### src/rtl/ihsp_pkg.sv
// Shared types and constants for the image header size parser.
`timescale 1ns / 1ps

package ihsp_pkg;

    // Width of the byte position counter within one file.
    localparam int POSITION_BITS = 32;
    // Target positions carry one extra bit so that a jump past the limit never matches.
    localparam int TARGET_BITS   = POSITION_BITS + 1;

    localparam int SIZE_BITS = 32;

    localparam logic [7:0] SOF_BASELINE      = 8'hC0;
    localparam int         JPEG_FIRST_LENGTH = 4;
    localparam int         PNG_SIZE_OFFSET   = 16;
    localparam int         BMP_SIZE_OFFSET   = 18;
    localparam int         SOF_SIZE_SKIP     = 5;
    localparam int         MIN_SEG_LENGTH    = 2;

    typedef enum logic [1:0] {
        FMT_JPEG = 2'd0,
        FMT_PNG  = 2'd1,
        FMT_BMP  = 2'd2
    } t_image_format;

    typedef enum logic [1:0] {
        ST_OK        = 2'd0,
        ST_TRUNCATED = 2'd1,
        ST_MALFORMED = 2'd2
    } t_parse_status;

    // One result request as it travels from the parser to the output buffer.
    typedef struct packed {
        logic [SIZE_BITS-1:0] width;
        logic [SIZE_BITS-1:0] height;
        t_parse_status        status;
    } t_result;

endpackage

### src/rtl/image_header_size_parser.sv
// Top level of the image header size parser.
`timescale 1ns / 1ps

// Takes an image file one byte per request, in file order, with i_last_byte on the final
// byte, and gives at most one result per file: width, height and status (ok, truncated,
// or malformed JPEG segment length). The format register (0 JPEG, 1 PNG, 2 BMP) is
// sampled at the first byte of each file; write it only between files. The block takes
// one byte every clock cycle: each byte costs one position compare and one add in the
// parser, done between the parser state registers and a two-entry output buffer. A
// result is written into the output buffer and shown from its head entry. The input
// stalls only while both output buffer entries are held by a stalled downstream side.
// No clearing pass is needed after reset.
module image_header_size_parser (
    input  logic        i_clk,
    input  logic        i_rst_n,
    input  logic        i_cfg_wr_en,
    input  logic [1:0]  i_cfg_wr_data,
    input  logic        i_valid,
    output logic        o_stall,
    input  logic [7:0]  i_data_byte,
    input  logic        i_last_byte,
    output logic        o_valid,
    input  logic        i_stall,
    output logic [31:0] o_image_width,
    output logic [31:0] o_image_height,
    output logic [1:0]  o_parse_status
);
    import ihsp_pkg::*;

    logic    accept;
    logic    res_valid;
    logic    buf_full;
    t_result parse_result;
    t_result out_result;

    assign o_stall = buf_full;
    assign accept  = i_valid && !buf_full;

    // Header parser.
    ihsp_parse u_parse (
        .i_clk         (i_clk),
        .i_rst_n       (i_rst_n),
        .i_cfg_wr_en   (i_cfg_wr_en),
        .i_cfg_wr_data (i_cfg_wr_data),
        .i_accept      (accept),
        .i_data_byte   (i_data_byte),
        .i_last_byte   (i_last_byte),
        .o_res_valid   (res_valid),
        .o_result      (parse_result)
    );

    // Result buffer toward the downstream side.
    ihsp_out_buf u_out_buf (
        .i_clk    (i_clk),
        .i_rst_n  (i_rst_n),
        .i_push   (res_valid),
        .i_result (parse_result),
        .o_full   (buf_full),
        .o_valid  (o_valid),
        .i_stall  (i_stall),
        .o_result (out_result)
    );

    assign o_image_width  = out_result.width;
    assign o_image_height = out_result.height;
    assign o_parse_status = out_result.status;

endmodule

### src/rtl/ihsp_parse.sv
// Byte-by-byte header parser: position tracking, JPEG segment walk and size gathering.
`timescale 1ns / 1ps

module ihsp_parse (
    input  logic             i_clk,
    input  logic             i_rst_n,
    input  logic             i_cfg_wr_en,
    input  logic [1:0]       i_cfg_wr_data,
    input  logic             i_accept,
    input  logic [7:0]       i_data_byte,
    input  logic             i_last_byte,
    output logic             o_res_valid,
    output ihsp_pkg::t_result o_result
);
    import ihsp_pkg::*;

    typedef enum logic [2:0] {
        PH_START,
        PH_LEN_HI,
        PH_LEN_LO,
        PH_MARK,
        PH_GATHER,
        PH_IDLE,
        PH_DONE
    } t_phase;

    logic [1:0]               r_image_format;
    logic [1:0]               r_fmt;
    t_phase                   r_phase;
    logic [POSITION_BITS-1:0] r_pos;
    logic [TARGET_BITS-1:0]   r_target;
    logic [7:0]               r_len_hi;
    logic                     r_need8;
    logic [3:0]               r_gcnt;
    logic [7:0]               r_gathered [8];

    logic [1:0]               n_fmt;
    t_phase                   n_phase;
    logic [POSITION_BITS-1:0] n_pos;
    logic [TARGET_BITS-1:0]   n_target;
    logic [7:0]               n_len_hi;
    logic                     n_need8;
    logic [3:0]               n_gcnt;
    logic [7:0]               n_gathered [8];

    logic [1:0]               fmt;
    t_phase                   ph;
    logic [TARGET_BITS-1:0]   tgt;
    logic                     need8;
    logic [3:0]               gcnt;
    logic [TARGET_BITS-1:0]   cur_ext;
    logic [15:0]              seg_len;
    logic                     in_range;
    logic                     hit;
    logic                     res_hit;
    t_result                  res;

    assign cur_ext  = {1'b0, r_pos};
    assign in_range = (r_pos != {POSITION_BITS{1'b1}});
    assign seg_len  = {r_len_hi, i_data_byte};

    // Next-state logic for one accepted byte.
    always_comb begin
        fmt   = r_fmt;
        ph    = r_phase;
        tgt   = r_target;
        need8 = r_need8;
        gcnt  = r_gcnt;

        // The first byte of a file latches the format and sets the first position of interest.
        if (r_phase == PH_START) begin
            fmt  = r_image_format;
            gcnt = '0;
            case (fmt)
                FMT_JPEG: begin
                    ph  = PH_LEN_HI;
                    tgt = TARGET_BITS'(JPEG_FIRST_LENGTH);
                end
                FMT_PNG: begin
                    ph    = PH_GATHER;
                    tgt   = TARGET_BITS'(PNG_SIZE_OFFSET);
                    need8 = 1'b1;
                end
                FMT_BMP: begin
                    ph    = PH_GATHER;
                    tgt   = TARGET_BITS'(BMP_SIZE_OFFSET);
                    need8 = 1'b1;
                end
                default: begin
                    ph = PH_IDLE;
                end
            endcase
        end

        n_fmt      = fmt;
        n_phase    = ph;
        n_target   = tgt;
        n_need8    = need8;
        n_gcnt     = gcnt;
        n_len_hi   = r_len_hi;
        n_gathered = r_gathered;
        n_pos      = r_pos;
        res_hit    = 1'b0;
        res        = '{width: '0, height: '0, status: ST_OK};

        hit = in_range && (cur_ext == tgt);

        if (hit) begin
            case (ph)
                PH_LEN_HI: begin
                    n_len_hi = i_data_byte;
                    n_phase  = PH_LEN_LO;
                    n_target = cur_ext + TARGET_BITS'(1);
                end
                PH_LEN_LO: begin
                    // A segment length shorter than its own length field is malformed.
                    if (seg_len < 16'(MIN_SEG_LENGTH)) begin
                        res_hit    = 1'b1;
                        res.status = ST_MALFORMED;
                        n_phase    = PH_DONE;
                    end else begin
                        n_phase  = PH_MARK;
                        n_target = cur_ext + TARGET_BITS'(seg_len);
                    end
                end
                PH_MARK: begin
                    if (i_data_byte == SOF_BASELINE) begin
                        n_phase  = PH_GATHER;
                        n_target = cur_ext + TARGET_BITS'(SOF_SIZE_SKIP - 1);
                        n_need8  = 1'b0;
                        n_gcnt   = '0;
                    end else begin
                        n_phase  = PH_LEN_HI;
                        n_target = cur_ext + TARGET_BITS'(1);
                    end
                end
                PH_GATHER: begin
                    if (gcnt < 4'd8) begin
                        n_gathered[gcnt[2:0]] = i_data_byte;
                    end
                    n_gcnt   = gcnt + 4'd1;
                    n_target = cur_ext + TARGET_BITS'(1);
                    if (n_gcnt >= (need8 ? 4'd8 : 4'd4)) begin
                        res_hit = 1'b1;
                        n_phase = PH_DONE;
                        case (fmt)
                            FMT_JPEG: begin
                                res.height = {16'd0, n_gathered[0], n_gathered[1]};
                                res.width  = {16'd0, n_gathered[2], n_gathered[3]};
                            end
                            FMT_PNG: begin
                                res.width  = {n_gathered[0], n_gathered[1],
                                              n_gathered[2], n_gathered[3]};
                                res.height = {n_gathered[4], n_gathered[5],
                                              n_gathered[6], n_gathered[7]};
                            end
                            default: begin
                                res.width  = {n_gathered[3], n_gathered[2],
                                              n_gathered[1], n_gathered[0]};
                                res.height = {n_gathered[7], n_gathered[6],
                                              n_gathered[5], n_gathered[4]};
                            end
                        endcase
                    end
                end
                default: begin
                end
            endcase
        end

        // The final byte reports truncation if no result came out, then starts a new file.
        if (i_last_byte) begin
            if ((n_phase != PH_DONE) && !res_hit) begin
                res_hit    = 1'b1;
                res.status = ST_TRUNCATED;
            end
            n_pos    = '0;
            n_fmt    = '0;
            n_phase  = PH_START;
            n_target = '0;
            n_len_hi = '0;
            n_gcnt   = '0;
            n_need8  = 1'b0;
        end else if (in_range) begin
            n_pos = r_pos + POSITION_BITS'(1);
        end
    end

    assign o_res_valid = i_accept && res_hit;
    assign o_result    = res;

    // Configuration register and per-file parser state.
    always_ff @(posedge i_clk) begin
        if (!i_rst_n) begin
            r_image_format <= '0;
            r_fmt          <= '0;
            r_phase        <= PH_START;
            r_pos          <= '0;
            r_target       <= '0;
            r_len_hi       <= '0;
            r_need8        <= 1'b0;
            r_gcnt         <= '0;
        end else begin
            if (i_cfg_wr_en) begin
                r_image_format <= i_cfg_wr_data;
            end
            if (i_accept) begin
                r_fmt    <= n_fmt;
                r_phase  <= n_phase;
                r_pos    <= n_pos;
                r_target <= n_target;
                r_len_hi <= n_len_hi;
                r_need8  <= n_need8;
                r_gcnt   <= n_gcnt;
            end
        end
    end

    // Gathered size bytes are payload and need no reset.
    always_ff @(posedge i_clk) begin
        if (i_accept) begin
            r_gathered <= n_gathered;
        end
    end

endmodule

### src/rtl/ihsp_out_buf.sv
// Two-entry output buffer that decouples parser results from downstream stalls.
`timescale 1ns / 1ps

module ihsp_out_buf (
    input  logic              i_clk,
    input  logic              i_rst_n,
    input  logic              i_push,
    input  ihsp_pkg::t_result i_result,
    output logic              o_full,
    output logic              o_valid,
    input  logic              i_stall,
    output ihsp_pkg::t_result o_result
);
    import ihsp_pkg::*;

    t_result    r_head;
    t_result    r_tail;
    logic [1:0] r_count;
    logic       pop;

    assign pop      = (r_count != 2'd0) && !i_stall;
    assign o_valid  = (r_count != 2'd0);
    assign o_full   = (r_count == 2'd2);
    assign o_result = r_head;

    // Occupancy count.
    always_ff @(posedge i_clk) begin
        if (!i_rst_n) begin
            r_count <= '0;
        end else begin
            case ({i_push, pop})
                2'b10:   r_count <= r_count + 2'd1;
                2'b01:   r_count <= r_count - 2'd1;
                default: r_count <= r_count;
            endcase
        end
    end

    // Entry data moves from tail to head as the head request is taken.
    always_ff @(posedge i_clk) begin
        case (r_count)
            2'd0: begin
                if (i_push) begin
                    r_head <= i_result;
                end
            end
            2'd1: begin
                if (i_push && pop) begin
                    r_head <= i_result;
                end else if (i_push) begin
                    r_tail <= i_result;
                end
            end
            default: begin
                if (pop) begin
                    r_head <= r_tail;
                end
            end
        endcase
    end

`ifndef NO_ASSERTIONS
    a_count_range: assert property (@(posedge i_clk) disable iff (!i_rst_n)
        r_count != 2'd3)
        else $error("output buffer count out of range");

    a_no_push_full: assert property (@(posedge i_clk) disable iff (!i_rst_n)
        o_full |-> !i_push)
        else $error("request pushed into a full output buffer");

    a_push_empty: assert property (@(posedge i_clk) disable iff (!i_rst_n)
        (i_push && r_count == 2'd0) |=> (o_valid && r_head == $past(i_result)))
        else $error("pushed request did not reach the head");

    a_tail_moves: assert property (@(posedge i_clk) disable iff (!i_rst_n)
        (pop && r_count == 2'd2) |=> (o_valid && r_head == $past(r_tail)))
        else $error("tail request did not move to the head");
`endif

endmodule
### config.mk
export PLATFORM = sky130hd
export DESIGN_NAME = image_header_size_parser
export DESIGN_NICKNAME = d
export VERILOG_FILES = /design/src/rtl/ihsp_pkg.sv /design/src/rtl/image_header_size_parser.sv /design/src/rtl/ihsp_parse.sv /design/src/rtl/ihsp_out_buf.sv
export SDC_FILE = /design/constraint.sdc
export NUM_CORES = 1
export LEC_CHECK = 0
export BUFFER_PORTS_ARGS = -buffer_cell sky130_fd_sc_hd__buf_2
export CORE_UTILIZATION = 38
export CTS_CLUSTER_DIAMETER = 150
export DETAILED_ROUTE_END_ITERATION = 10
export GPL_TIMING_DRIVEN = 1
export PLACE_DENSITY = 0.55
export RECOVER_POWER = 50
export SLEW_MARGIN = 25
export SYNTH_ARGS = -nofsm -noshare
export SYNTH_HDL_FRONTEND = slang
export SYNTH_SLANG_ARGS = --single-unit
### constraint.sdc
create_clock -name i_clk -period 13.9 [get_ports i_clk]
set_input_delay 0.695 -clock i_clk [delete_from_list [all_inputs] [get_ports i_clk]]
set_output_delay 0.695 -clock i_clk [all_outputs]
set_load 0.1 [all_outputs]
# --- After elaboration in Yosys (flattened, before gate mapping) ---
# Index checks and enable logic that the tools add are counted.
totals:
  register_bits: 283
  output_inout_bits: 68
op_classes:
  eq_ne: 17
  n_mux: 57
  n_bitwise: 2
  n_reduce_logical: 27
  addsub: 7
  order_cmp: 5
op_table:
  columns: ["cell", "count"]
  rows:
  - ["2-to-1 mux 66 bit", 4]
  - ["one-hot mux 33 bit (3 select lines)", 2]
  - ["2-to-1 mux 64 bit", 3]
  - ["2-to-1 mux 33 bit", 5]
  - ["one-hot mux 66 bit (2 select lines)", 1]
  - ["one-hot mux 64 bit (2 select lines)", 1]
  - ["bitwise mux 64 bit", 1]
  - ["2-to-1 mux 32 bit", 2]
  - ["adder 32 x 1 -> 33 bit, second input constant", 1]
  - ["adder 32 x 16 -> 33 bit", 1]
  - ["adder 32 x 3 -> 33 bit, second input constant", 1]
  - ["== test 32 x 33 -> 1 bit", 1]
  - ["adder 32 x 1 -> 32 bit, second input constant", 1]
  - ["2-to-1 mux 8 bit", 4]
  - ["!= test 32 bit, second input constant", 1]
  - ["demux 8 bit (select 3 bit)", 1]
  - ["2-to-1 mux 4 bit", 5]
  - ["2-to-1 mux 3 bit", 6]
  - ["less-than comparator 16 x 2 -> 1 bit, second input constant", 1]
  - ["2-to-1 mux 2 bit", 6]
  - ["one-hot mux 3 bit (4 select lines)", 1]
  - ["AND reduction 3 bit", 4]
  - ["2-to-1 mux 1 bit", 11]
  - ["nonzero test 2 bit", 5]
  - ["other kinds (28)", 46]

# --- Depth between registers and ports, before layout ---
logic_depth:
  word_depth: 17
  depth_mapped: 19

# --- Cells and area by module ---
# From an unflattened synthesis, not the netlist that was laid out.
hier_totals:
  hier_cells: 1625
  hier_area_um2: 16133.0
modules_own_cells:
  columns: ["mod", "n_inst", "area_per_inst_um2", "cells_per_inst"]
  rows:
  - ["ihsp_parse", 1, 11038.1, 1396]
  - ["ihsp_out_buf", 1, 5081.1, 228]
  - ["image_header_size_parser", 1, 13.8, 1]

# --- Least setup slack after synthesis ---
# No wires, ideal clock.
synth_path:
  path_kind: "register -> register"
  startpoint: "register u_parse.r_phase[0]"
  endpoint: "register u_parse.r_gathered[0] (netlist bit), enable pin"
  slack_ps: 5161
  required_time_ps: 13257
  synth_period_minus_slack_ps: 8739
  arrival_time_ps: 8096
  stages_incl_launch_ff: 10
  path_cell_list: "dfxtp_1 -> buf_6 -> or4_1 -> buf_2 -> buf_6 -> nor4_2 -> a31oi_1 -> nor4_4 -> nand3_2 -> nor4_1"
synth_between:
  elab_chain_cells: 5
synth_rtl:
  columns: ["item", "line_no", "rtl"]
  rows:
  - ["from (decl)", "ihsp_parse.sv:29", "t_phase r_phase;"]
  - ["from (signal assigned)", "ihsp_parse.sv:209", "r_phase <= n_phase;"]
  - ["logical NOT 3 bit", "ihsp_parse.sv:71", "if (r_phase == PH_START) begin"]
  - ["2-to-1 mux 33 bit", "ihsp_parse.sv:71", null]
  - ["== test 32 x 33 -> 1 bit", "ihsp_parse.sv:106", "hit = in_range && (cur_ext == tgt);"]
  - ["logical AND 1 bit", "ihsp_parse.sv:106", null]
  - ["AND reduction 3 bit (no line) (*)", null, null]
  - ["to (signal assigned)", "ihsp_parse.sv:222", "r_gathered <= n_gathered;"]
  - ["to (decl)", "ihsp_parse.sv:35", "logic [7:0] r_gathered [8];"]
# Every way passes the cells marked *; elsewhere a longest branch is shown, timed or not.
# A chain may end at the register's enable or synchronous reset.

==> flow_summary.ini <==
[outcome]
status = finished, violations left
violations = capacitance limit, slew limit

[sta]
tightest_slew_ns = 3.81
fin_worst_skew_ns = 0.0186
hold_viol = 0
final.setup.worst_slack_ns = 6.87
period_share = 0.505
fin_hold_ws_ns = 0.384
min_period_ns = 7.03
fin_setup_tns_ns = 0
maxSlewViolCount = 338
setup_viol = 0
rsz0062_at_grt = no
maxSlewHeadroom = -1.54
clock.fmax_mhz = 142

[finish]
nets = 1675
final_cells = 2183
nFillCells = 4021
diodes = 0
area_growth_syn_to_layout_pct = 10.6
drive_gt1_frac = 0.102

[power_and_ir_drop]
p_sw_frac = 0.481
pwr-share-seq = 0.333
power.density_nw_per_um2 = 191
peakVddDrop_v = 0.000263
p_comb_frac = 0.409
switchingPower_uw = 1620
power_frac_clock = 0.258
power.internal_uw = 1750
leakagePower_uw = 0.00599

[clock_tree]
cts_resized = 0
clk_pin_slew_ns = 0.06
cts-root-buf = clkbuf_16
cts_buffers = 35
insertion_delay_ns = 0.55
clk_path_buf_depth = 3
h-tree-depth = 2
clock-sinks = 283
cts_tree = done
postCtsSetupBuffers = 0
cts_hold_buf = 0

[grt]
met2_usage = 0.354
grt_pass1_wl_mm = 76.4
use_met1 = 0.326
gr-total-overflow = 0
top_usage_layer = met2
grt_max_degree = 77
grtUsageTotal = 0.229
grt_antenna_before_repair = 0
use_met3 = 0.0369
grt_pass1_vias = 12300

[floorplan]
ios = 84
die_h_um = 207
design.die.area_um2 = 43000
core_area_um2 = 41200
start_util = 0.389
die_x_um = 207
rows = 74

[synth]
yosysUniqueCellTypes = 74
netlist_area_um2 = 16000
synth_top_area_share = 0.367
yosys_most_used_dff = edfxtp_1
synthCells = 1604
avgSynthCellArea_um2 = 9.99
synth_area_leaders = edfxtp_1 37%, dfxtp_1 11%, nor2_1 4.2%, a21oi_1 4.0%, mux2i_1 3.6%
syn-num-nets = 1653
synth.largest_area_cell = edfxtp_1
synth-edff-count = 196
synth_seq_cells = 283
async_flop_share = 0
synth_seq_area_share = 0.476
yosys_warnings = 0

[drt]
postRouteAntennaNets = 0
first_pass_iters = 8
viasPerCell = 5.94
vias = 13000
wire_per_inst_um = 22.9
drtIter0Drc = 1094
drc = 0
totalWireLength_mm = 49.9

[setup_path]
crit_fanout = 51
timing.rr.start = u_parse.r_pos[17]
crit_path_start_kind = flip-flop
worst-setup-path-type = flip-flop to flip-flop
worstPathArrival_ns = 7.32
required_ns = 14.19
cp-end-kind = flip-flop
startpoint = u_parse.r_pos[17]

[placed_design]
hpwlAfterDp_mm = 33.1
place_congestion = 0.912
placed_cells = 2118
io_buffer_count = 83
pre_cts_ws_ns = 8.19

[hold_path]
hp-class = input port to flip-flop
worstHoldStart = i_cfg_wr_data[0]

[flow_run]
max_cap_violations = 9
==> state kept, by name, indices dropped and copies added, names as in the netlist <==
| register | count |
|---|---|
| u_out_buf.o_result | 66 |
| u_out_buf.r_tail | 66 |
| u_parse.r_gathered | 64 |
| u_parse.r_target | 33 |
| u_parse.r_pos | 32 |
| u_parse.r_len_hi | 8 |
| u_parse.r_gcnt | 4 |
| u_parse.r_phase | 3 |
| u_out_buf.r_count | 2 |
| u_parse.r_fmt | 2 |
| u_parse.r_image_format | 2 |
| u_parse.r_need8 | 1 |
==> path summary, 6_finish.rpt <==
path / to / slack, ns / cells past startpoint
min reg2reg: u_parse.r_need8 / 0.47 / 2
max: u_out_buf.o_result[2] / 6.87 / 10
min: u_parse.r_image_format[0] / 0.38 / 3
max reg2reg: u_out_buf.o_result[2] / 6.87 / 10
==> worst max-delay path: stages, from the launching register on <==
cell and delay (ns):
dfxtp_1 0.64, nand4_1 0.28, or2_2 0.40, nor4_1 0.73
nand4_1 0.21, nand4b_1 0.43, or4_1 0.80, clkbuf_1 2.04
buf_4 0.73, a211oi_1 0.12, mux2_2 0.29
==> placed cells by master (no fill, tap or decap), types with 32 or more instances in the layout <==
cell / count
o31ai_2: 42
nand2_1: 123
o21ai_0: 50
a21oi_1: 126
edfxtp_1: 196
clkbuf_1: 83
dfxtp_1: 87
a211oi_1: 40
inv_1: 72
clkbuf_16: 35
nor2_1: 180
mux2i_1: 56
ha_1: 32
a22oi_1: 42
==> final cells by class <==
| type | instances | area (µm²) | share of cell area |
|---|---|---|---|
| repair buffers | 109 | 522 | 0.0294 |
| clock buffers | 46 | 937 | 0.0529 |
| well taps | 532 | 666 | 0.0375 |
| flip-flops and latches | 283 | 7630 | 0.430 |
| inverters | 72 | 270 | 0.0152 |
| multi-input cells | 1125 | 7580 | 0.427 |
| clock inverters | 16 | 128 | 0.00720 |
==> logic make-up after synthesis <==
logic type	share of synthesized area
simple gates	0.143
compound gates	0.218
flops	0.476
buf+inv	0.0516
mux	0.0588
xor+xnor	0.0268
fa+ha+maj	0.0262
==> synth_stat cells (33+ instances only) <==
cell and n:
edfxtp_1 196, a22oi_1 42, o21ai_0 48, mux2i_1 57
mux2_2 33, nand2_1 123, a21oi_1 127, a211oi_1 34
dfxtp_1 87, clkbuf_1 103, inv_1 71, nor2_1 181
o31ai_2 42
==> power by group through the flow <==
stage / Clock [µW] / Sequential, µW / Combinational [µW]
after CTS: 889 / 1120 / 1410
after detailed placement: 0 / 1140 / 1410
final: 870 / 1120 / 1380
after floorplan: 0 / 1880 / 407
after global routing: 922 / 1140 / 1440
after global placement: 0 / 1140 / 1410
==> layer usage <==
metal / wire [µm] / part of all wire
met1: 23000 / 0.46
met2: 22400 / 0.45
met3: 3220 / 0.065
met4: 1260 / 0.025
met5: 0 / 0
==> per-stage QoR <==
stage,utilization,area (µm²),total power (µW)
2_1_floorplan,-,16000,2290
3_3_place_gp,0.408,16800,2540
3_5_place_dp,0.408,16800,2550
4_1_cts,0.434,17900,3430
5_1_grt,0.430,17700,3500
6_report,0.430,17700,3380
Power figures use the tool's default switching activity.
